`config.mk`:
```
export PLATFORM = sky130hd
export DESIGN_NAME = serial_frame_receiver_flat
export DESIGN_NICKNAME = d
export VERILOG_FILES = /design/src/hw/rtl/sfr_pkg.sv /design/src/hw/rtl/sfr_in_if.sv /design/src/hw/rtl/sfr_out_if.sv /design/src/hw/rtl/sfr_front.sv /design/src/hw/rtl/sfr_queue.sv /design/src/hw/rtl/sfr_back.sv /design/src/hw/rtl/serial_frame_receiver.sv /design/src/flat_wrapper.sv
export SDC_FILE = /design/constraint.sdc
export NUM_CORES = 1
export LEC_CHECK = 0
export BUFFER_PORTS_ARGS = -buffer_cell sky130_fd_sc_hd__buf_2
export CAP_MARGIN = 20
export CELL_PAD_IN_SITES_DETAIL_PLACEMENT = 0
export CELL_PAD_IN_SITES_GLOBAL_PLACEMENT = 1
export CORE_MARGIN = 4
export CORE_UTILIZATION = 47
export DETAILED_ROUTE_END_ITERATION = 10
export HOLD_SLACK_MARGIN = 0.02
export PLACE_DENSITY = 0.84
export SYNTH_ARGS = -nofsm -noshare
export SYNTH_HDL_FRONTEND = slang
export SYNTH_SLANG_ARGS = --single-unit
export TNS_END_PERCENT = 10
```
`constraint.sdc`:
```
create_clock -name clk -period 5.6 [get_ports clk]
set_input_delay 0.28 -clock clk [delete_from_list [all_inputs] [get_ports clk]]
set_output_delay 0.28 -clock clk [all_outputs]
set_load 0.01 [all_outputs]
```
`src/hw/rtl/sfr_pkg.sv`:
```
package sfr_pkg;

  localparam logic [7:0] CMD_LONG_MIN = 8'h80;

  typedef enum logic [1:0] {
    MODE_BYTE    = 2'd0,
    MODE_TICK    = 2'd1,
    MODE_RELEASE = 2'd2,
    MODE_ERROR   = 2'd3
  } mode_t;

  typedef enum logic [2:0] {
    REG_START_BYTE    = 3'd0,
    REG_END_BYTE      = 3'd1,
    REG_SHORT_LENGTH  = 3'd2,
    REG_LONG_LENGTH   = 3'd3,
    REG_TIMEOUT_TICKS = 3'd4
  } reg_idx_t;

  localparam logic [7:0]  RST_START_BYTE    = 8'd170;
  localparam logic [7:0]  RST_END_BYTE      = 8'd85;
  localparam logic [6:0]  RST_SHORT_LENGTH  = 7'd8;
  localparam logic [6:0]  RST_LONG_LENGTH   = 7'd32;
  localparam logic [15:0] RST_TIMEOUT_TICKS = 16'd10;

  typedef struct packed {
    logic [7:0]  start_byte;
    logic [7:0]  end_byte;
    logic [6:0]  short_length;
    logic [6:0]  long_length;
    logic [15:0] timeout_ticks;
  } cfg_t;

  // Item after classification by the front end
  typedef struct packed {
    mode_t      mode;
    logic [7:0] rx_byte;
    logic       is_start;
    logic       is_end;
    logic       is_long;
  } item_t;

  typedef struct packed {
    logic  valid;
    item_t item;
  } push_t;

  typedef struct packed {
    logic  valid;
    item_t item;
  } head_t;

  typedef struct packed {
    logic       byte_stored;
    logic [5:0] byte_index;
    logic [7:0] byte_value;
    logic       frame_done;
    logic       frame_good;
    logic       timed_out;
    logic       frame_pending;
  } result_t;

endpackage

```
`src/hw/rtl/sfr_in_if.sv`:
```
interface sfr_in_if;
  logic       valid;
  logic       ready;
  logic [1:0] mode;
  logic [7:0] rx_byte;

  modport source (output valid, output mode, output rx_byte, input ready);
  modport sink (input valid, input mode, input rx_byte, output ready);
endinterface

```
`src/hw/rtl/sfr_out_if.sv`:
```
interface sfr_out_if;
  logic       valid;
  logic       ready;
  logic       byte_stored;
  logic [5:0] byte_index;
  logic [7:0] byte_value;
  logic       frame_done;
  logic       frame_good;
  logic       timed_out;
  logic       frame_pending;

  modport source (output valid, output byte_stored, output byte_index, output byte_value,
                  output frame_done, output frame_good, output timed_out,
                  output frame_pending, input ready);
  modport sink (input valid, input byte_stored, input byte_index, input byte_value,
                input frame_done, input frame_good, input timed_out,
                input frame_pending, output ready);
endinterface

```
`src/hw/rtl/sfr_front.sv`:
```
module sfr_front (
  sfr_in_if.sink        item_in,
  input  sfr_pkg::cfg_t cfg,
  input  logic          q_full,
  output sfr_pkg::push_t push
);

  assign item_in.ready = !q_full;

  always_comb begin
    push.valid         = item_in.valid && !q_full;
    push.item.mode     = sfr_pkg::mode_t'(item_in.mode);
    push.item.rx_byte  = item_in.rx_byte;
    push.item.is_start = (item_in.rx_byte == cfg.start_byte);
    push.item.is_end   = (item_in.rx_byte == cfg.end_byte);
    push.item.is_long  = (item_in.rx_byte >= sfr_pkg::CMD_LONG_MIN);
  end

endmodule

```
`src/hw/rtl/sfr_queue.sv`:
```
module sfr_queue (
  input  logic           clk,
  input  logic           rst,
  input  sfr_pkg::push_t push,
  output logic           full,
  output sfr_pkg::head_t head,
  input  logic           pop
);

  sfr_pkg::item_t slots [2];
  logic       wr_ptr;
  logic       rd_ptr;
  logic [1:0] count;

  assign full       = (count == 2'd2);
  assign head.valid = (count != 2'd0);
  assign head.item  = slots[rd_ptr];

  always_ff @(posedge clk) begin
    if (push.valid) begin
      slots[wr_ptr] <= push.item;
    end
  end

  always_ff @(posedge clk) begin
    if (rst) begin
      wr_ptr <= 1'b0;
      rd_ptr <= 1'b0;
      count  <= 2'd0;
    end else begin
      if (push.valid) wr_ptr <= !wr_ptr;
      if (pop) rd_ptr <= !rd_ptr;
      case ({push.valid, pop})
        2'b10:   count <= count + 2'd1;
        2'b01:   count <= count - 2'd1;
        default: count <= count;
      endcase
    end
  end

endmodule

```
`src/hw/rtl/sfr_back.sv`:
```
module sfr_back #(
  parameter int MAX_FRAME = 64
) (
  input  logic           clk,
  input  logic           rst,
  input  sfr_pkg::cfg_t  cfg,
  input  sfr_pkg::head_t head,
  output logic           pop,
  sfr_out_if.source      result_out
);

  localparam int PW = $clog2(MAX_FRAME);
  localparam int CW = ((PW > 7) ? PW : 7) + 1;

  logic          receiving, receiving_next;
  logic          frame_ready, frame_ready_next;
  logic [PW-1:0] position, position_next;
  logic          long_frame, long_frame_next;
  logic [15:0]   idle_ticks, idle_ticks_next;

  logic             out_valid;
  sfr_pkg::result_t out_res;
  sfr_pkg::result_t res;

  logic [6:0]    len_sel;
  logic [CW-1:0] len_eff;
  logic [CW-1:0] pos_plus1;
  logic [15:0]   ticks_inc;
  logic [PW+5:0] idx_wide;

  assign pop = head.valid && (!out_valid || result_out.ready);

  always_comb begin
    len_sel = long_frame ? cfg.long_length : cfg.short_length;
    if (CW'(len_sel) > CW'(MAX_FRAME)) len_eff = CW'(MAX_FRAME);
    else len_eff = CW'(len_sel);
    pos_plus1 = CW'(position) + CW'(1);
    ticks_inc = idle_ticks + 16'd1;
    idx_wide  = {6'd0, position};
  end

  always_comb begin
    receiving_next   = receiving;
    frame_ready_next = frame_ready;
    position_next    = position;
    long_frame_next  = long_frame;
    idle_ticks_next  = idle_ticks;
    res              = '0;

    case (head.item.mode)
      sfr_pkg::MODE_BYTE: begin
        idle_ticks_next = 16'd0;
        if (!frame_ready) begin
          if (!receiving) begin
            if (head.item.is_start) begin
              res.byte_stored = 1'b1;
              res.byte_value  = head.item.rx_byte;
              position_next   = PW'(1);
              receiving_next  = 1'b1;
            end
          end else begin
            res.byte_stored = 1'b1;
            res.byte_index  = idx_wide[5:0];
            res.byte_value  = head.item.rx_byte;
            if (position <= PW'(1)) begin
              // command byte picks the frame length
              long_frame_next = head.item.is_long;
              position_next   = PW'(2);
            end else if (pos_plus1 >= len_eff) begin
              res.frame_done   = 1'b1;
              res.frame_good   = head.item.is_end;
              frame_ready_next = head.item.is_end;
              receiving_next   = 1'b0;
              position_next    = '0;
            end else begin
              position_next = position + PW'(1);
            end
          end
        end
      end
      sfr_pkg::MODE_TICK: begin
        if (receiving) begin
          idle_ticks_next = ticks_inc;
          if (ticks_inc >= cfg.timeout_ticks) begin
            receiving_next  = 1'b0;
            position_next   = '0;
            idle_ticks_next = 16'd0;
            res.timed_out   = 1'b1;
          end
        end
      end
      sfr_pkg::MODE_RELEASE: begin
        frame_ready_next = 1'b0;
      end
      sfr_pkg::MODE_ERROR: begin
        res.timed_out   = receiving;
        receiving_next  = 1'b0;
        position_next   = '0;
        idle_ticks_next = 16'd0;
      end
      default: begin
      end
    endcase

    res.frame_pending = frame_ready_next;
  end

  always_ff @(posedge clk) begin
    if (rst) begin
      receiving   <= 1'b0;
      frame_ready <= 1'b0;
      position    <= '0;
      long_frame  <= 1'b0;
      idle_ticks  <= 16'd0;
      out_valid   <= 1'b0;
    end else begin
      if (pop) begin
        receiving   <= receiving_next;
        frame_ready <= frame_ready_next;
        position    <= position_next;
        long_frame  <= long_frame_next;
        idle_ticks  <= idle_ticks_next;
        out_valid   <= 1'b1;
      end else if (result_out.ready) begin
        out_valid <= 1'b0;
      end
    end
  end

  // hold the result beat until taken
  always_ff @(posedge clk) begin
    if (pop) out_res <= res;
  end

  assign result_out.valid         = out_valid;
  assign result_out.byte_stored   = out_res.byte_stored;
  assign result_out.byte_index    = out_res.byte_index;
  assign result_out.byte_value    = out_res.byte_value;
  assign result_out.frame_done    = out_res.frame_done;
  assign result_out.frame_good    = out_res.frame_good;
  assign result_out.timed_out     = out_res.timed_out;
  assign result_out.frame_pending = out_res.frame_pending;

endmodule

```
`src/hw/rtl/serial_frame_receiver.sv`:
```
// An accepted beat is queued; on pop its result is written to the output register.
// Throughput: one beat per cycle while results are taken; the back end updates frame
// state, and a two-entry queue plus an output register decouple the two handshakes.
// Reset: rst is synchronous, active high; it empties the queue and output register,
// clears the frame state and loads the registers with their reset values.
module serial_frame_receiver #(
  parameter int MAX_FRAME = 64
) (
  input  logic        clk,
  input  logic        rst,
  input  logic        psel,
  input  logic        penable,
  input  logic        pwrite,
  input  logic [4:0]  paddr,
  input  logic [31:0] pwdata,
  output logic [31:0] prdata,
  output logic        pready,
  sfr_in_if.sink      item_in,
  sfr_out_if.source   result_out
);

  sfr_pkg::cfg_t   cfg;
  sfr_pkg::push_t  push;
  sfr_pkg::head_t  head;
  sfr_pkg::reg_idx_t reg_idx;
  logic            q_full;
  logic            pop;
  logic            wr_en;

  assign pready  = 1'b1;
  assign reg_idx = sfr_pkg::reg_idx_t'(paddr[4:2]);
  assign wr_en   = psel && penable && pwrite;

  always_ff @(posedge clk) begin
    if (rst) begin
      cfg.start_byte    <= sfr_pkg::RST_START_BYTE;
      cfg.end_byte      <= sfr_pkg::RST_END_BYTE;
      cfg.short_length  <= sfr_pkg::RST_SHORT_LENGTH;
      cfg.long_length   <= sfr_pkg::RST_LONG_LENGTH;
      cfg.timeout_ticks <= sfr_pkg::RST_TIMEOUT_TICKS;
    end else if (wr_en) begin
      case (reg_idx)
        sfr_pkg::REG_START_BYTE:    cfg.start_byte    <= pwdata[7:0];
        sfr_pkg::REG_END_BYTE:      cfg.end_byte      <= pwdata[7:0];
        sfr_pkg::REG_SHORT_LENGTH:  cfg.short_length  <= pwdata[6:0];
        sfr_pkg::REG_LONG_LENGTH:   cfg.long_length   <= pwdata[6:0];
        sfr_pkg::REG_TIMEOUT_TICKS: cfg.timeout_ticks <= pwdata[15:0];
        default: begin
        end
      endcase
    end
  end

  always_comb begin
    case (reg_idx)
      sfr_pkg::REG_START_BYTE:    prdata = {24'd0, cfg.start_byte};
      sfr_pkg::REG_END_BYTE:      prdata = {24'd0, cfg.end_byte};
      sfr_pkg::REG_SHORT_LENGTH:  prdata = {25'd0, cfg.short_length};
      sfr_pkg::REG_LONG_LENGTH:   prdata = {25'd0, cfg.long_length};
      sfr_pkg::REG_TIMEOUT_TICKS: prdata = {16'd0, cfg.timeout_ticks};
      default:                    prdata = 32'd0;
    endcase
  end

  sfr_front u_front (
    .item_in (item_in),
    .cfg     (cfg),
    .q_full  (q_full),
    .push    (push)
  );

  sfr_queue u_queue (
    .clk  (clk),
    .rst  (rst),
    .push (push),
    .full (q_full),
    .head (head),
    .pop  (pop)
  );

  sfr_back #(
    .MAX_FRAME (MAX_FRAME)
  ) u_back (
    .clk        (clk),
    .rst        (rst),
    .cfg        (cfg),
    .head       (head),
    .pop        (pop),
    .result_out (result_out)
  );

endmodule

```
`src/flat_wrapper.sv`:
```
// flat-port wrapper written by rule: the top's interface ports become plain ports
module serial_frame_receiver_flat 
#(
  parameter int MAX_FRAME = 64
)
  (clk, rst, psel, penable, pwrite, paddr, pwdata, prdata, pready, item_in_valid, item_in_mode, item_in_rx_byte, item_in_ready, result_out_valid, result_out_byte_stored, result_out_byte_index, result_out_byte_value, result_out_frame_done, result_out_frame_good, result_out_timed_out, result_out_frame_pending, result_out_ready);
  sfr_in_if item_in_i ();
  sfr_out_if result_out_i ();
  input  logic clk;
  input  logic rst;
  input  logic psel;
  input  logic penable;
  input  logic pwrite;
  input  logic [4:0] paddr;
  input  logic [31:0] pwdata;
  output logic [31:0] prdata;
  output logic pready;
  input wire logic [$bits(item_in_i.valid)-1:0] item_in_valid;
  input wire logic [$bits(item_in_i.mode)-1:0] item_in_mode;
  input wire logic [$bits(item_in_i.rx_byte)-1:0] item_in_rx_byte;
  output wire logic [$bits(item_in_i.ready)-1:0] item_in_ready;
  output wire logic [$bits(result_out_i.valid)-1:0] result_out_valid;
  output wire logic [$bits(result_out_i.byte_stored)-1:0] result_out_byte_stored;
  output wire logic [$bits(result_out_i.byte_index)-1:0] result_out_byte_index;
  output wire logic [$bits(result_out_i.byte_value)-1:0] result_out_byte_value;
  output wire logic [$bits(result_out_i.frame_done)-1:0] result_out_frame_done;
  output wire logic [$bits(result_out_i.frame_good)-1:0] result_out_frame_good;
  output wire logic [$bits(result_out_i.timed_out)-1:0] result_out_timed_out;
  output wire logic [$bits(result_out_i.frame_pending)-1:0] result_out_frame_pending;
  input wire logic [$bits(result_out_i.ready)-1:0] result_out_ready;
  assign item_in_i.valid = item_in_valid;
  assign item_in_i.mode = item_in_mode;
  assign item_in_i.rx_byte = item_in_rx_byte;
  assign item_in_ready = item_in_i.ready;
  assign result_out_valid = result_out_i.valid;
  assign result_out_byte_stored = result_out_i.byte_stored;
  assign result_out_byte_index = result_out_i.byte_index;
  assign result_out_byte_value = result_out_i.byte_value;
  assign result_out_frame_done = result_out_i.frame_done;
  assign result_out_frame_good = result_out_i.frame_good;
  assign result_out_timed_out = result_out_i.timed_out;
  assign result_out_frame_pending = result_out_i.frame_pending;
  assign result_out_i.ready = result_out_ready;
  serial_frame_receiver #(.MAX_FRAME(MAX_FRAME)) u_core (.clk(clk), .rst(rst), .psel(psel), .penable(penable), .pwrite(pwrite), .paddr(paddr), .pwdata(pwdata), .prdata(prdata), .pready(pready), .item_in(item_in_i), .result_out(result_out_i));
endmodule
```
# Word-level counts from Yosys, hierarchy flattened
# Memory sizes are Yosys's and may differ from the RTL's. A register that Yosys moved wholly into a read port is not among the register bits.
# Index checks and enable logic that the tools add are counted.
# word_totals
regBits	95
ramBits	26
inputBits	54
wordCells	123
mem_count	1
# mem_list
name	depth	width	rd	rd_ports_with_merged_regs	wr	line_no	source
u_core.u_queue.slots	2	13	1	1	1	sfr_queue.sv:10	sfr_pkg::item_t slots [2];
# classes
addsub	5
order_cmp	5
n_eq_ne	16
mux	41
n_bitwise	4
n_reduce_logical	30
# op_table
op	count
$pmux 16 s5	1
$mux 6	7
$mux 16	2
$pmux 16 s2	1
$mux 1	20
$pmux 6 s3	1
$add 16x1->16 const B	1
$eq 8x8->1	2
$ge 16x16->1	1
$mux 8	2
$mux 7	2
$reduce_and 2->1	5
$eq 2x2->1 const B	4
$ge 7x8->1	1
$ge 8x8->1 const B	1
$reduce_bool 2->1	4
$add 6x1->7 const B	1
$gt 7x7->1 const B	1
$add 6x1->6 const B	1
$eq 3x2->1 const B	2
$le 6x1->1 const B	1
$ne 2x2->1 const B	3
$reduce_and 3->1	2
$reduce_and 6->1	1
other kinds (22)	34

# Logic depth before layout (Yosys ltp)
# Gate-level depths: netlist (run 1).
# logic_depth
word_depth	9
ltp_mapped	13
mapped_depth_nobuf	12

# Hierarchy
# From an unflattened synthesis (run 1), not the netlist that was laid out.
# unflattened
cells_unflattened	707
hier_area_um2	6931.6
# modules_own_cells
module	instances	cells_each	area_per_inst_um2	seq_area_each_um2
sfr_back	1	330	2999.1	1091.0
serial_frame_receiver	1	280	2531.2	920.9
sfr_queue	1	62	1139.8	880.8
sfr_front	1	35	261.5	0.0

# Worst setup path after synthesis (run 1)
# OpenSTA, ideal clock, no wires.
# synth_timing
kind	flip-flop to flip-flop
startpoint	register u_core.u_back.idle_ticks[2]
endpoint	register u_core.u_back.position[1]
t_arrival_ps	3419
required_ps	5483
path_slack_ps	2064
stages_incl_launch_ff	13
n_path_buf	1
synth_period_minus_slack_ps	3536
cell_sequence	dfxtp_1 and4_1 nand4_1 clkbuf_1 o31a_1 or2_1 ha_1 nand4_2 or3_1 or4_1 and4_4 o21ba_1 a32o_1
# synth_between
elab_chain_len	4
# synth_lines
element	line_no	source
start: declaration	sfr_back.sv:19	logic [15:0] idle_ticks, idle_ticks_next;
start signal: assignment	sfr_back.sv:122	idle_ticks <= idle_ticks_next;
$add 16x1->16	sfr_back.sv:38	ticks_inc = idle_ticks + 16'd1;
$ge 16x16->1	sfr_back.sv:84	if (ticks_inc >= cfg.timeout_ticks) begin
$ne 2x2->1 (no source line)	--	
$reduce_and 6->1 (no source line)	--	
end signal: assignment	sfr_back.sv:120	position <= position_next;
end: declaration	sfr_back.sv:17	logic [PW-1:0] position, position_next;
# No other way between the ends.
# A chain may end at the register's enable or synchronous reset.

# Worst setup path in the final report (run 1)
# Same ends and word-level chain as after synthesis.

==> key figures, run 1 <==
Clock tree
  – Clock tree from TritonCTS: built
  – Max Buffers Root-to-Sink: 2
  – Number of clock buffers inserted by TritonCTS: 17
  – Number of buffers inserted by post-CTS setup repair: 0
  – Clock latency on the worst-skew pair: 420 ps
  – CTS sink count: 122
  – Number of hold buffers added after CTS: 0
  – Clock transition time at the flip-flop clock pins of the worst setup and hold paths: 50 ps
  – Clock root buffer master: sky130_fd_sc_hd__clkbuf_16
  – H-tree levels: 4
  – # resized after CTS: 0

Synth
  – Number of distinct library cells after synthesis: 59
  – Most common flop cell mapped by yosys: sky130_fd_sc_hd__dfxtp_1
  – Synth Cell Area: 6400 um^2
  – Synthesis Warnings: 0
  – Post-synth EDFFs: 45
  – Async S/R FF share, synth: 0
  – Share of the yosys chip area belonging to registers: 0.452
  – Number of synthesized register bits: 122
  – Mean area per synthesized cell: 9.68 um^2
  – Cell count after synthesis: 661

Drt
  – Ratio of routed vias to standard cells: 5.37
  – Average wire length per cell after detail routing: 16.4 um
  – DR iter-0 viols: 300
  – Number of detailed-routing iterations run before antenna repair: 4
  – Total via count after detailed routing: 4897
  – DRC viols: 0
  – Residual antenna-violating net count after detailed routing: 0
  – Final wirelength: 15000 um

Min path
  – Worst min path class: in -> reg
  – Cell depth of the worst min-delay path: 1
  – Startpoint of the most critical hold path: item_in_mode[0]
  – Worst hold endpoint: u_core.u_queue.slots[1][11]

Die
  – Initial cell density of the core: 0.481
  – Vertical extent of the die: 125 um
  – Die width: 125 um
  – Floorplan Core Area: 13300 um^2
  – Floorplan row count: 42
  – Number of I/O pins: 108
  – Die outline area: 15500 um^2

GRT
  – Vias in the first global route: 4970
  – Pin count of the biggest net entering global routing: 68
  – Wire length of the first global-routing pass: 24600 um
  – Total track usage: 0.196
  – Initial antenna violation count: 0
  – Congestion Overflow GR: 0

Timing
  – Max Fclk: 237 MHz
  – Part of the cycle the worst path needs: 0.755
  – Worst Max-Slew Pin Slew: 1130 ps
  – Setup repair after global routing missed its margin: false
  – Final-layout setup total negative slack: 0 ps
  – Setup clock skew after layout: 9.84 ps
  – Endpoints failing setup: 0
  – Relative slew margins: 0.243
  – Tmin final: 4230 ps
  – Final worst-path setup slack: 1370 ps
  – Pins Over Slew Limit: 0
  – Number of hold violations in the final report: 0

Placement
  – Port buffer count: 72
  – Pre-CTS setup slack: 1460 ps
  – Standard cell area after detailed placement: 6810 um^2
  – Detailed placement HPWL: 10500 um
  – RD Place Congestion: 0.827

Layout
  – Most common cell after layout, fill and taps aside: sky130_fd_sc_hd__dfxtp_1
  – Total of fill cells in the finished design: 1201
  – Antenna cell count: 0
  – Commonest non-fill, non-tap cells in the layout: sky130_fd_sc_hd__dfxtp_1 (77), sky130_fd_sc_hd__buf_2 (72), sky130_fd_sc_hd__nor2_1 (68)
  – Number of nets in the final layout: 809
  – Layout overhead on the synthesized area: 15.7%
  – Share of layout cells above drive strength 1: 0.162
  – Final core utilization: 0.557
  – Post-route cell area: 7400 um^2

Power and ir drop
  – Power per cell area: 369 nW/um^2
  – Worst IR drop on VDD: 0.184 mV
  – Leak pwr: 2.93 nW

Worst setup path
  – Worst Path Required: 5900 ps
  – Worst reg2reg path endpoint: u_core.u_back.position[1]
  – R2R Path Start: u_core.u_back.idle_ticks[2]
  – Worst-case register-to-register setup slack: 1370 ps
  – Type of the setup path with the least slack: reg -> reg
  – Worst Path Max Fanout: 21
  – Number of cells traversed by the worst register-to-register path: 12
  – Capturing element type of the critical path: register
  – Kind of launch point of the worst setup path: register
  – Endpoint arrival time on the critical path: 4530 ps

Run status
  – Result of the run: complete, no violations

Job
  – Max capacitance violation total: 0
-- layer usage --
layer  global-route usage  up-vias  routed length, um
li1                     -     2431                  -
met1                0.240     2324               6730
met2                0.335      122               7230
met3               0.0472       20                759
met4               0.0748        0                238
met5                    0        -                  0
-- cells in the mapped netlist (3+ instances only) --
| master | instances | area share |
|---|---|---|
| sky130_fd_sc_hd__buf_4 | 17 | 0.020 |
| sky130_fd_sc_hd__o21ai_1 | 5 | 0.0039 |
| sky130_fd_sc_hd__o31a_1 | 3 | 0.0041 |
| sky130_fd_sc_hd__inv_1 | 24 | 0.014 |
| sky130_fd_sc_hd__o22ai_1 | 7 | 0.0068 |
| sky130_fd_sc_hd__nor4_1 | 5 | 0.0049 |
| sky130_fd_sc_hd__nand3b_1 | 3 | 0.0035 |
| sky130_fd_sc_hd__nor2_1 | 68 | 0.040 |
| sky130_fd_sc_hd__buf_1 | 4 | 0.0023 |
| sky130_fd_sc_hd__nand3_1 | 10 | 0.0078 |
| sky130_fd_sc_hd__nand2_1 | 67 | 0.039 |
| sky130_fd_sc_hd__edfxtp_1 | 45 | 0.21 |
| sky130_fd_sc_hd__xnor2_1 | 25 | 0.034 |
| sky130_fd_sc_hd__a21oi_1 | 42 | 0.033 |
| sky130_fd_sc_hd__xor2_1 | 8 | 0.011 |
| sky130_fd_sc_hd__nand2b_1 | 7 | 0.0068 |
| sky130_fd_sc_hd__nor3_1 | 6 | 0.0047 |
| sky130_fd_sc_hd__a32oi_1 | 10 | 0.014 |
| sky130_fd_sc_hd__o21ai_0 | 4 | 0.0031 |
| sky130_fd_sc_hd__or2_1 | 5 | 0.0049 |
| sky130_fd_sc_hd__and2_1 | 9 | 0.0088 |
| sky130_fd_sc_hd__dfxtp_1 | 77 | 0.24 |
| sky130_fd_sc_hd__o21a_1 | 4 | 0.0047 |
| sky130_fd_sc_hd__o211ai_1 | 8 | 0.0094 |
| sky130_fd_sc_hd__a21o_1 | 4 | 0.0047 |
| sky130_fd_sc_hd__or3_1 | 4 | 0.0039 |
| sky130_fd_sc_hd__a211o_1 | 5 | 0.0068 |
| sky130_fd_sc_hd__nor2b_1 | 10 | 0.0098 |
| sky130_fd_sc_hd__clkbuf_1 | 27 | 0.016 |
| sky130_fd_sc_hd__mux2_2 | 7 | 0.012 |
| sky130_fd_sc_hd__mux2i_1 | 54 | 0.084 |
| sky130_fd_sc_hd__and3_1 | 13 | 0.013 |
| sky130_fd_sc_hd__ha_1 | 32 | 0.063 |
| sky130_fd_sc_hd__nand4_1 | 11 | 0.011 |
-- cell type report --
| cell class | count | area (um^2) | area share |
|---|---|---|---|
| sequential | 122 | 2890 | 0.391 |
| clock buffer | 22 | 454 | 0.0613 |
| clock inverter | 10 | 126 | 0.0171 |
| timing repair buffer | 78 | 409 | 0.0553 |
| tap | 176 | 220 | 0.0297 |
| inverter | 25 | 93.8 | 0.0127 |
| multi-input combinational | 479 | 3210 | 0.433 |
-- critical path, cell delays in order, from the launching register on --
cell,delay [ps]
sky130_fd_sc_hd__dfxtp_1,420
sky130_fd_sc_hd__and4_1,300
sky130_fd_sc_hd__nand4_1,400
sky130_fd_sc_hd__nor4_1,490
sky130_fd_sc_hd__nor2b_1,100
sky130_fd_sc_hd__or2_1,240
sky130_fd_sc_hd__ha_1,310
sky130_fd_sc_hd__nand4_2,100
sky130_fd_sc_hd__or3_1,410
sky130_fd_sc_hd__or4_1,550
sky130_fd_sc_hd__and4_4,300
sky130_fd_sc_hd__o21ba_1,270
sky130_fd_sc_hd__a32o_1,220
-- kinds of logic after synthesis --
kind of cell	Yosys count	share of synthesized area
AO/OA/AOI/OAI	107	0.110
XOR/XNOR	33	0.0452
adder cells (fa/ha/maj)	32	0.0626
buffers and inverters	75	0.0563
flip-flops	122	0.452
multiplexers	61	0.0968
other	2	0.00117
AND/OR/NAND/NOR	229	0.176
-- through the flow --
step	cells	hold WS, ps	total power, mW
floorplan	676	379	1.50
global placement	878	459	1.64
detailed placement	878	465	1.66
CTS	910	46.3	2.75
global route	912	53.8	2.86
finish	912	64.7	2.73
-- report_power, final --
group	total (mW)	switching (mW)	internal [mW]
sequential	1.12	0.0622	1.05
clock	1.08	0.377	0.705
combinational	0.532	0.341	0.191
total	2.73	0.780	1.95
-- how the worst max path moves through the flow --
stage / start / end / slack [ps] / cells after the start
global placement: u_core.u_back.idle_ticks[2] / u_core.u_back.position[1] / 1510 / 12
CTS: u_core.u_back.idle_ticks[2] / u_core.u_back.position[1] / 1380 / 12
floorplan: u_core.u_back.idle_ticks[2] / u_core.u_back.position[1] / 2060 / 12
detailed placement: u_core.u_back.idle_ticks[3] / u_core.u_back.position[1] / 1460 / 12
global route: u_core.u_back.idle_ticks[2] / u_core.u_back.position[1] / 1020 / 12
finish: u_core.u_back.idle_ticks[2] / u_core.u_back.position[1] / 1370 / 12
-- registers in the layout, summed over array words and instances, names as in the netlist, named ones only --
register	flops
u_core.u_back.position	6
u_core.u_back.idle_ticks	16
u_core.u_back.long_frame	1
u_core.u_back.result_out.frame_good	1
u_core.u_back.result_out.byte_stored	1
u_core.u_back.result_out.timed_out	1
u_core.cfg	46
u_core.u_back.result_out.byte_value	8
u_core.u_back.result_out.valid	1
u_core.u_back.frame_ready	1
u_core.u_queue.count	2
u_core.u_back.result_out.byte_index	6
u_core.u_back.result_out.frame_pending	1
u_core.u_back.result_out.frame_done	1
u_core.u_queue.wr_ptr	1
u_core.u_queue.slots	26
u_core.u_queue.rd_ptr	1
u_core.u_back.receiving	1
(Power assumes the default switching activity.)
==> run 2, diff against run 1 <==
--- a/config.mk
+++ b/config.mk
@@ -5,15 +5,16 @@
 export SDC_FILE = /design/constraint.sdc
 export NUM_CORES = 1
 export LEC_CHECK = 0
+export ABC_AREA = 1
 export BUFFER_PORTS_ARGS = -buffer_cell sky130_fd_sc_hd__buf_2
 export CAP_MARGIN = 20
 export CELL_PAD_IN_SITES_DETAIL_PLACEMENT = 0
 export CELL_PAD_IN_SITES_GLOBAL_PLACEMENT = 1
 export CORE_MARGIN = 4
-export CORE_UTILIZATION = 47
+export CORE_UTILIZATION = 42
 export DETAILED_ROUTE_END_ITERATION = 10
 export HOLD_SLACK_MARGIN = 0.02
-export PLACE_DENSITY = 0.84
+export PLACE_DENSITY = 0.78
 export SYNTH_ARGS = -nofsm -noshare
 export SYNTH_HDL_FRONTEND = slang
 export SYNTH_SLANG_ARGS = --single-unit
==> constraint.sdc (replaced) <==
create_clock -name clk -period 3.94 [get_ports clk]
set_input_delay 0.197 -clock clk [delete_from_list [all_inputs] [get_ports clk]]
set_output_delay 0.197 -clock clk [all_outputs]
set_load 0.01 [all_outputs]
==> key figures, run 2 <==
Run status
  – Result of the run: complete, no violations

Worst setup path
  – Capturing element type of the critical path: register
  – Endpoint arrival time on the critical path: 3290 ps
  – Most frequent cell on the critical path: sky130_fd_sc_hd__nand2_1
  – Type of the setup path with the least slack: reg -> reg
  – Cell family contributing the most delay on the critical path: simple AND/OR/NAND/NOR gates
  – Critical path cell sequence: a21oi_1 > nor2_1 > nand4_1 > nand2_1 > inv_1 > or2_2 > ha_1 > a21oi_1 > o21ai_0 > nand2_1 > nand2_1 > nor2_1 > nand2_1 > nand3_1 > nand2_1 > nor2_1
  – Worst Path Required: 4300 ps
  – Crit-path slowest cell: sky130_fd_sc_hd__dfxtp_1
  – Kind of launch point of the worst setup path: register
  – Worst Path Max Fanout: 15
  – Buffers plus inverters on the worst setup path: 1
  – Max stage delay on crit path: 650 ps

Placement
  – Port buffer count: 72
  – Detailed placement HPWL: 11100 um
  – RD Place Congestion: 0.837

Timing
  – Worst Max-Slew Pin Slew: 875 ps
  – Pins Over Slew Limit: 0
  – Setup repair after global routing missed its margin: false
  – Endpoints failing setup: 0
  – Setup clock skew after layout: 10.3 ps
  – Max Fclk: 341 MHz
  – Number of hold violations in the final report: 0
  – Tmin final: 2940 ps
  – Hold slack final: 35.0 ps
  – Part of the cycle the worst path needs: 0.745
  – Relative slew margins: 0.416
  – Final-layout setup total negative slack: 0 ps

Power and ir drop
  – NetSw: 1.52 mW
  – Worst IR drop on VDD: 0.338 mV
  – Leak pwr: 3.15 nW
  – Switching part of the total: 0.345
  – Power per cell area: 596 nW/um^2
  – Comb pwr share: 0.264
  – Clock share of power: 0.361
  – Register share of total power: 0.375
  – Internal Dissipation: 2.88 mW

Layout
  – Commonest non-fill, non-tap cells in the layout: sky130_fd_sc_hd__nand2_1 (145), sky130_fd_sc_hd__nor2_1 (89), sky130_fd_sc_hd__dfxtp_1 (77)
  – Total of fill cells in the finished design: 1385
  – Most common cell after layout, fill and taps aside: sky130_fd_sc_hd__nand2_1
  – Number of nets in the final layout: 919
  – Layout overhead on the synthesized area: 17.0%
  – Antenna cell count: 0
  – Registers with the most flip-flops: u_core.cfg (46), u_core.u_queue.slots (26), u_core.u_back.idle_ticks (16)
  – Number of flip-flops in the largest register: 46
  – Share of layout cells above drive strength 1: 0.162
  – Register bank with the most flops: u_core.cfg

Die
  – Floorplan row count: 44
  – Die outline area: 17100 um^2
  – Number of I/O pins: 108
  – Initial cell density of the core: 0.431
  – Die width: 131 um
  – Vertical extent of the die: 131 um
  – Floorplan Core Area: 14600 um^2

Clock tree
  – Clock latency on the worst-skew pair: 420 ps
  – Number of buffers inserted by post-CTS setup repair: 0
  – Clock tree from TritonCTS: built
  – Max Buffers Root-to-Sink: 2
  – Clock root buffer master: sky130_fd_sc_hd__clkbuf_16
  – Number of clock buffers inserted by TritonCTS: 17
  – CTS sink count: 122
  – Clock transition time at the flip-flop clock pins of the worst setup and hold paths: 60 ps
  – H-tree levels: 4

Synth
  – Cell count after synthesis: 758
  – Synth Cell Area: 6310 um^2
  – Cell taking the most area after synthesis: sky130_fd_sc_hd__dfxtp_1
  – Number of distinct library cells after synthesis: 42
  – Number of synthesized register bits: 122
  – Synthesis Warnings: 0
  – Most used standard cell by instance count after synthesis: sky130_fd_sc_hd__nand2_1
  – Fraction of synthesized cell area taken by the top area cell type: 0.244
  – Async S/R FF share, synth: 0
  – Share of the yosys chip area belonging to registers: 0.458
  – Most common flop cell mapped by yosys: sky130_fd_sc_hd__dfxtp_1
  – Cell types occupying the most area after synthesis: sky130_fd_sc_hd__dfxtp_1 (24%), sky130_fd_sc_hd__edfxtp_1 (21%), sky130_fd_sc_hd__nand2_1 (8.6%)
  – Top cell types by occurrence after synthesis: sky130_fd_sc_hd__nand2_1 (145), sky130_fd_sc_hd__nor2_1 (89), sky130_fd_sc_hd__dfxtp_1 (77), sky130_fd_sc_hd__inv_1 (73), sky130_fd_sc_hd__a21oi_1 (72)
  – Post-synth EDFFs: 45
  – Mean area per synthesized cell: 8.33 um^2

GRT
  – Wire length of the first global-routing pass: 24400 um
  – Total track usage: 0.183
  – Vias in the first global route: 5092
  – Initial antenna violation count: 0
  – Congestion Overflow GR: 0
  – Pin count of the biggest net entering global routing: 55

Drt
  – Final wirelength: 14700 um
  – DR iter-0 viols: 331
  – Total via count after detailed routing: 5103
  – Average wire length per cell after detail routing: 14.3 um
  – Residual antenna-violating net count after detailed routing: 0
  – Number of detailed-routing iterations run before antenna repair: 4
  – DRC viols: 0
  – Ratio of routed vias to standard cells: 4.95

Min path
  – Worst min path class: in -> reg

Job
  – Max capacitance violation total: 0
run 2: cell types whose count changed after synthesis, moves of 16 or more:
cell                       change
sky130_fd_sc_hd__nor2_1       +21
sky130_fd_sc_hd__a21oi_1      +30
sky130_fd_sc_hd__o21ai_0      +46
sky130_fd_sc_hd__nand3_1      +19
sky130_fd_sc_hd__nand2_1      +78
sky130_fd_sc_hd__inv_1        +49
sky130_fd_sc_hd__clkbuf_1     -16
sky130_fd_sc_hd__mux2i_1      -52
run 2: final cells by class:
cell class | count | area [um^2] | share of cell area
clock buffers | 17 | 425 | 0.0576
clock inverters | 15 | 176 | 0.0239
multi-input cells | 534 | 2940 | 0.398
repair buffers | 79 | 424 | 0.0574
well taps | 184 | 230 | 0.0312
flip-flops and latches | 122 | 2890 | 0.392
inverters | 79 | 297 | 0.0401
run 2: kinds of logic (layout without fill, tap and decap cells):
family,Yosys count,in the layout,synth area share
flops,122,122,0.458
buf+inv,117,190,0.0845
xor+xnor,33,33,0.0470
other cells,2,17,0.00119
simple gates,303,303,0.210
fa+ha+maj,32,32,0.0634
compound gates,147,147,0.132
mux,2,2,0.00317
run 2: stage by stage:
stage                     setup WS [ps]  instances  utilization  cell area (um^2)  power (mW)
final                              1000       1030        0.504              7390        4.40
after detailed placement           1050        994        0.461              6750        2.84
after CTS                          1020       1029        0.504              7380        4.44
after global routing                664       1030        0.504              7390        4.68
after global placement             1150        993        0.460              6740        2.80
after floorplan                    1590        773            -              6370        2.54
run 2: final timing paths:
kind,from,to,slack (ps),cells after the start
worst max register to register,u_core.u_back.long_frame,u_core.u_back.position[2],1000,16
worst max-delay path,u_core.u_back.long_frame,u_core.u_back.position[2],1000,16
worst min register to register,u_core.u_queue.rd_ptr,u_core.u_queue.rd_ptr,460,1
worst min-delay path,item_in_rx_byte[2],u_core.u_queue.slots[0][5],40,1
run 2: power groups by stage:
stage	combinational (mW)	sequential (mW)	clock (mW)
floorplan	0.844	1.70	0
global placement	1.13	1.67	0
detailed placement	1.16	1.68	0
CTS	1.17	1.65	1.61
global route	1.32	1.67	1.69
finish	1.16	1.65	1.59
run 2: what timing repair did:
item                                   in CTS  in global routing
gates resized for setup                     0                  0
endpoints found under the hold margin       6                  0
hold buffers                                3                  0
run 2: metal layers:
metal | track usage | vias to the layer above | share of wire
met1 | 0.227 | 2361 | 0.44
met3 | 0.0447 | 9 | 0.045
met2 | 0.314 | 110 | 0.50
met5 | 0 | - | 0
li1 | - | 2623 | -
met4 | 0.0575 | 0 | 0.0082
==> run 3, diff against run 2 <==
==> constraint.sdc (replaced) <==
create_clock -name clk -period 2.75 [get_ports clk]
set_input_delay 0.1375 -clock clk [delete_from_list [all_inputs] [get_ports clk]]
set_output_delay 0.1375 -clock clk [all_outputs]
set_load 0.01 [all_outputs]
==> key figures, run 3 (same netlist as run 2, synthesis figures left out) <==
Run status
  – Result of the run: complete, no violations

Timing
  – Part of the cycle the worst path needs: 0.916
  – Setup repair after global routing missed its margin: true
  – Final worst-path setup slack: 231 ps
  – Relative slew margins: 0.646
  – Worst Max-Slew Pin Slew: 531 ps
  – Setup clock skew after layout: 7.70 ps
  – Max Fclk: 397 MHz
  – Number of hold violations in the final report: 0
  – Tmin final: 2520 ps
  – Pins Over Slew Limit: 0
  – Endpoints failing setup: 0

Drt
  – Total via count after detailed routing: 5303
  – Final wirelength: 15200 um
  – Average wire length per cell after detail routing: 14.3 um
  – Residual antenna-violating net count after detailed routing: 0
  – Number of detailed-routing iterations run before antenna repair: 5
  – Ratio of routed vias to standard cells: 4.99
  – DRC viols: 0
  – DR iter-0 viols: 397

Power and ir drop
  – Comb pwr share: 0.289
  – Internal Dissipation: 4.12 mW
  – Register share of total power: 0.374
  – Clock share of power: 0.337
  – NetSw: 2.23 mW
  – Leak pwr: 3.29 nW
  – Worst IR drop on VDD: 0.408 mV
  – Switching part of the total: 0.351
  – Power after layout: 6.34 mW
  – Power per cell area: 818 nW/um^2

GRT
  – Initial antenna violation count: 0
  – Wire length of the first global-routing pass: 25200 um
  – Total track usage: 0.189
  – Vias in the first global route: 5268
  – Pin count of the biggest net entering global routing: 46
  – Congestion Overflow GR: 0

Layout
  – Number of nets in the final layout: 952
  – Registers with the most flip-flops: u_core.cfg (46), u_core.u_queue.slots (26), u_core.u_back.idle_ticks (16)
  – Share of layout cells above drive strength 1: 0.191
  – Number of flip-flops in the largest register: 46
  – Commonest non-fill, non-tap cells in the layout: sky130_fd_sc_hd__nand2_1 (143), sky130_fd_sc_hd__nor2_1 (86), sky130_fd_sc_hd__inv_1 (73)
  – Register bank with the most flops: u_core.cfg
  – Antenna cell count: 0
  – Most common cell after layout, fill and taps aside: sky130_fd_sc_hd__nand2_1
  – Total of fill cells in the finished design: 1356
  – Layout overhead on the synthesized area: 22.8%

Clock tree
  – CTS sink count: 122
  – Clock root buffer master: sky130_fd_sc_hd__clkbuf_16
  – Clock transition time at the flip-flop clock pins of the worst setup and hold paths: 60 ps
  – Max Buffers Root-to-Sink: 2
  – Number of clock buffers inserted by TritonCTS: 17
  – H-tree levels: 4
  – Clock latency on the worst-skew pair: 420 ps
  – Clock tree from TritonCTS: built

Worst setup path
  – R2R Path Start: u_core.u_back.long_frame
  – Max stage delay on crit path: 410 ps
  – Crit-path slowest cell: sky130_fd_sc_hd__dfxtp_4
  – Buffers plus inverters on the worst setup path: 2
  – Number of cells traversed by the worst register-to-register path: 17
  – Cell family contributing the most delay on the critical path: simple AND/OR/NAND/NOR gates
  – Kind of launch point of the worst setup path: register
  – Type of the setup path with the least slack: reg -> reg
  – Endpoint arrival time on the critical path: 2870 ps
  – Capturing element type of the critical path: register
  – Worst Path Max Fanout: 9
  – Most frequent cell on the critical path: sky130_fd_sc_hd__nand2_1
  – Worst Path Required: 3100 ps
  – Worst reg2reg path endpoint: u_core.u_back.position[5]
  – Critical path cell sequence: buf_4 > nor2_1 > a21oi_1 > nor2_1 > nand4_1 > nand2_1 > buf_4 > nand2_1 > ha_1 > a21oi_1 > o21a_1 > nand2_2 > nor2_4 > nand2_1 > nand3_1 > nand2_1 > nor2_1
  – Worst-case register-to-register setup slack: 230 ps

Min path
  – Cell depth of the worst min-delay path: 4
  – Worst hold endpoint: u_core.u_back.result_out.valid
  – Worst min path class: in -> reg
  – Startpoint of the most critical hold path: result_out_ready

Placement
  – Port buffer count: 72
  – RD Place Congestion: 0.839
  – Pre-CTS setup slack: -35.4 ps
  – Detailed placement HPWL: 11000 um

Die
  – Die outline area: 17100 um^2
  – Initial cell density of the core: 0.431
  – Floorplan Core Area: 14600 um^2
  – Vertical extent of the die: 131 um
  – Floorplan row count: 44
  – Die width: 131 um
  – Number of I/O pins: 108

Job
  – Max capacitance violation total: 0
==> run 3: changes by cell type in the layout (fill, tap and decap cells not counted), sizes merged <==
cell | before | now
inv | 88 | 84
buf | 76 | 86
bufinv | 2 | 1
dlygate4sd3 | 3 | 26
clkinv | 4 | 9
==> run 3: tightest hold or removal path, delay by kind of cell <==
| kind | cells | cell delay [ps] |
|---|---|---|
| AOI/OAI and AO/OA | 1 | 80 |
| buffers and inverters | 2 | 100 |
| and+or+nand+nor | 1 | 100 |
==> run 3: power by group through the flow <==
stage          combinational, mW  clock, mW  sequential, mW
2_1_floorplan               1.21          0            2.43
3_3_place_gp                1.69          0            2.40
3_5_place_dp                1.73          0            2.40
4_1_cts                     1.77       2.18            2.37
5_1_grt                     2.08       2.26            2.41
6_report                    1.83       2.14            2.37
==> run 3: worst max-delay path by stage <==
stage | slack [ps] | cells after the start | from | endpoint
floorplan | 400 | 16 | u_core.u_back.long_frame | u_core.u_back.result_out.frame_pending
global placement | 60 | 16 | u_core.u_back.long_frame | u_core.u_back.position[2]
detailed placement | -40 | 16 | u_core.u_back.long_frame | u_core.u_back.position[4]
CTS | 60 | 15 | u_core.u_back.idle_ticks[2] | u_core.u_back.idle_ticks[2]
global route | -30 | 15 | u_core.u_back.idle_ticks[0] | u_core.u_back.position[1]
finish | 230 | 17 | u_core.u_back.long_frame | u_core.u_back.position[5]
==> run 3: what timing repair did <==
action	in CTS	in global routing
endpoints found under the setup margin	4	28
hold endpoints to repair	42	0
buffers inserted	0	2
hold buffers	26	0
pin swaps	0	6
resized for setup	1	31
==> run 3: layout make-up <==
class | instances | area (um^2) | area share
clock buffer | 17 | 425 | 0.0549
sequential | 122 | 2900 | 0.374
clock inverter | 15 | 141 | 0.0182
multi-input combinational | 534 | 3020 | 0.389
timing repair buffer | 112 | 738 | 0.0952
inverter | 79 | 297 | 0.0383
tap | 184 | 230 | 0.0297
==> run 3: per-layer routing <==
layer / part of all wire / global-route usage / up-vias
li1: - / - / 2700
met1: 0.44 / 0.232 / 2437
met2: 0.48 / 0.318 / 133
met3: 0.050 / 0.0455 / 33
met4: 0.026 / 0.0835 / 0
met5: 0 / 0 / -
==> run 3: metrics by stage <==
stage	cell area, um^2	utilization	hold WS [ps]	setup TNS (ps)	instances
finish	7750	0.529	43.0	0	1063
global route	7750	0.529	31.2	-150	1063
CTS	7650	0.523	23.9	0	1061
detailed placement	6820	0.466	353	-59.1	1003
global placement	6820	0.466	343	0	1003
floorplan	6370	-	216	0	773
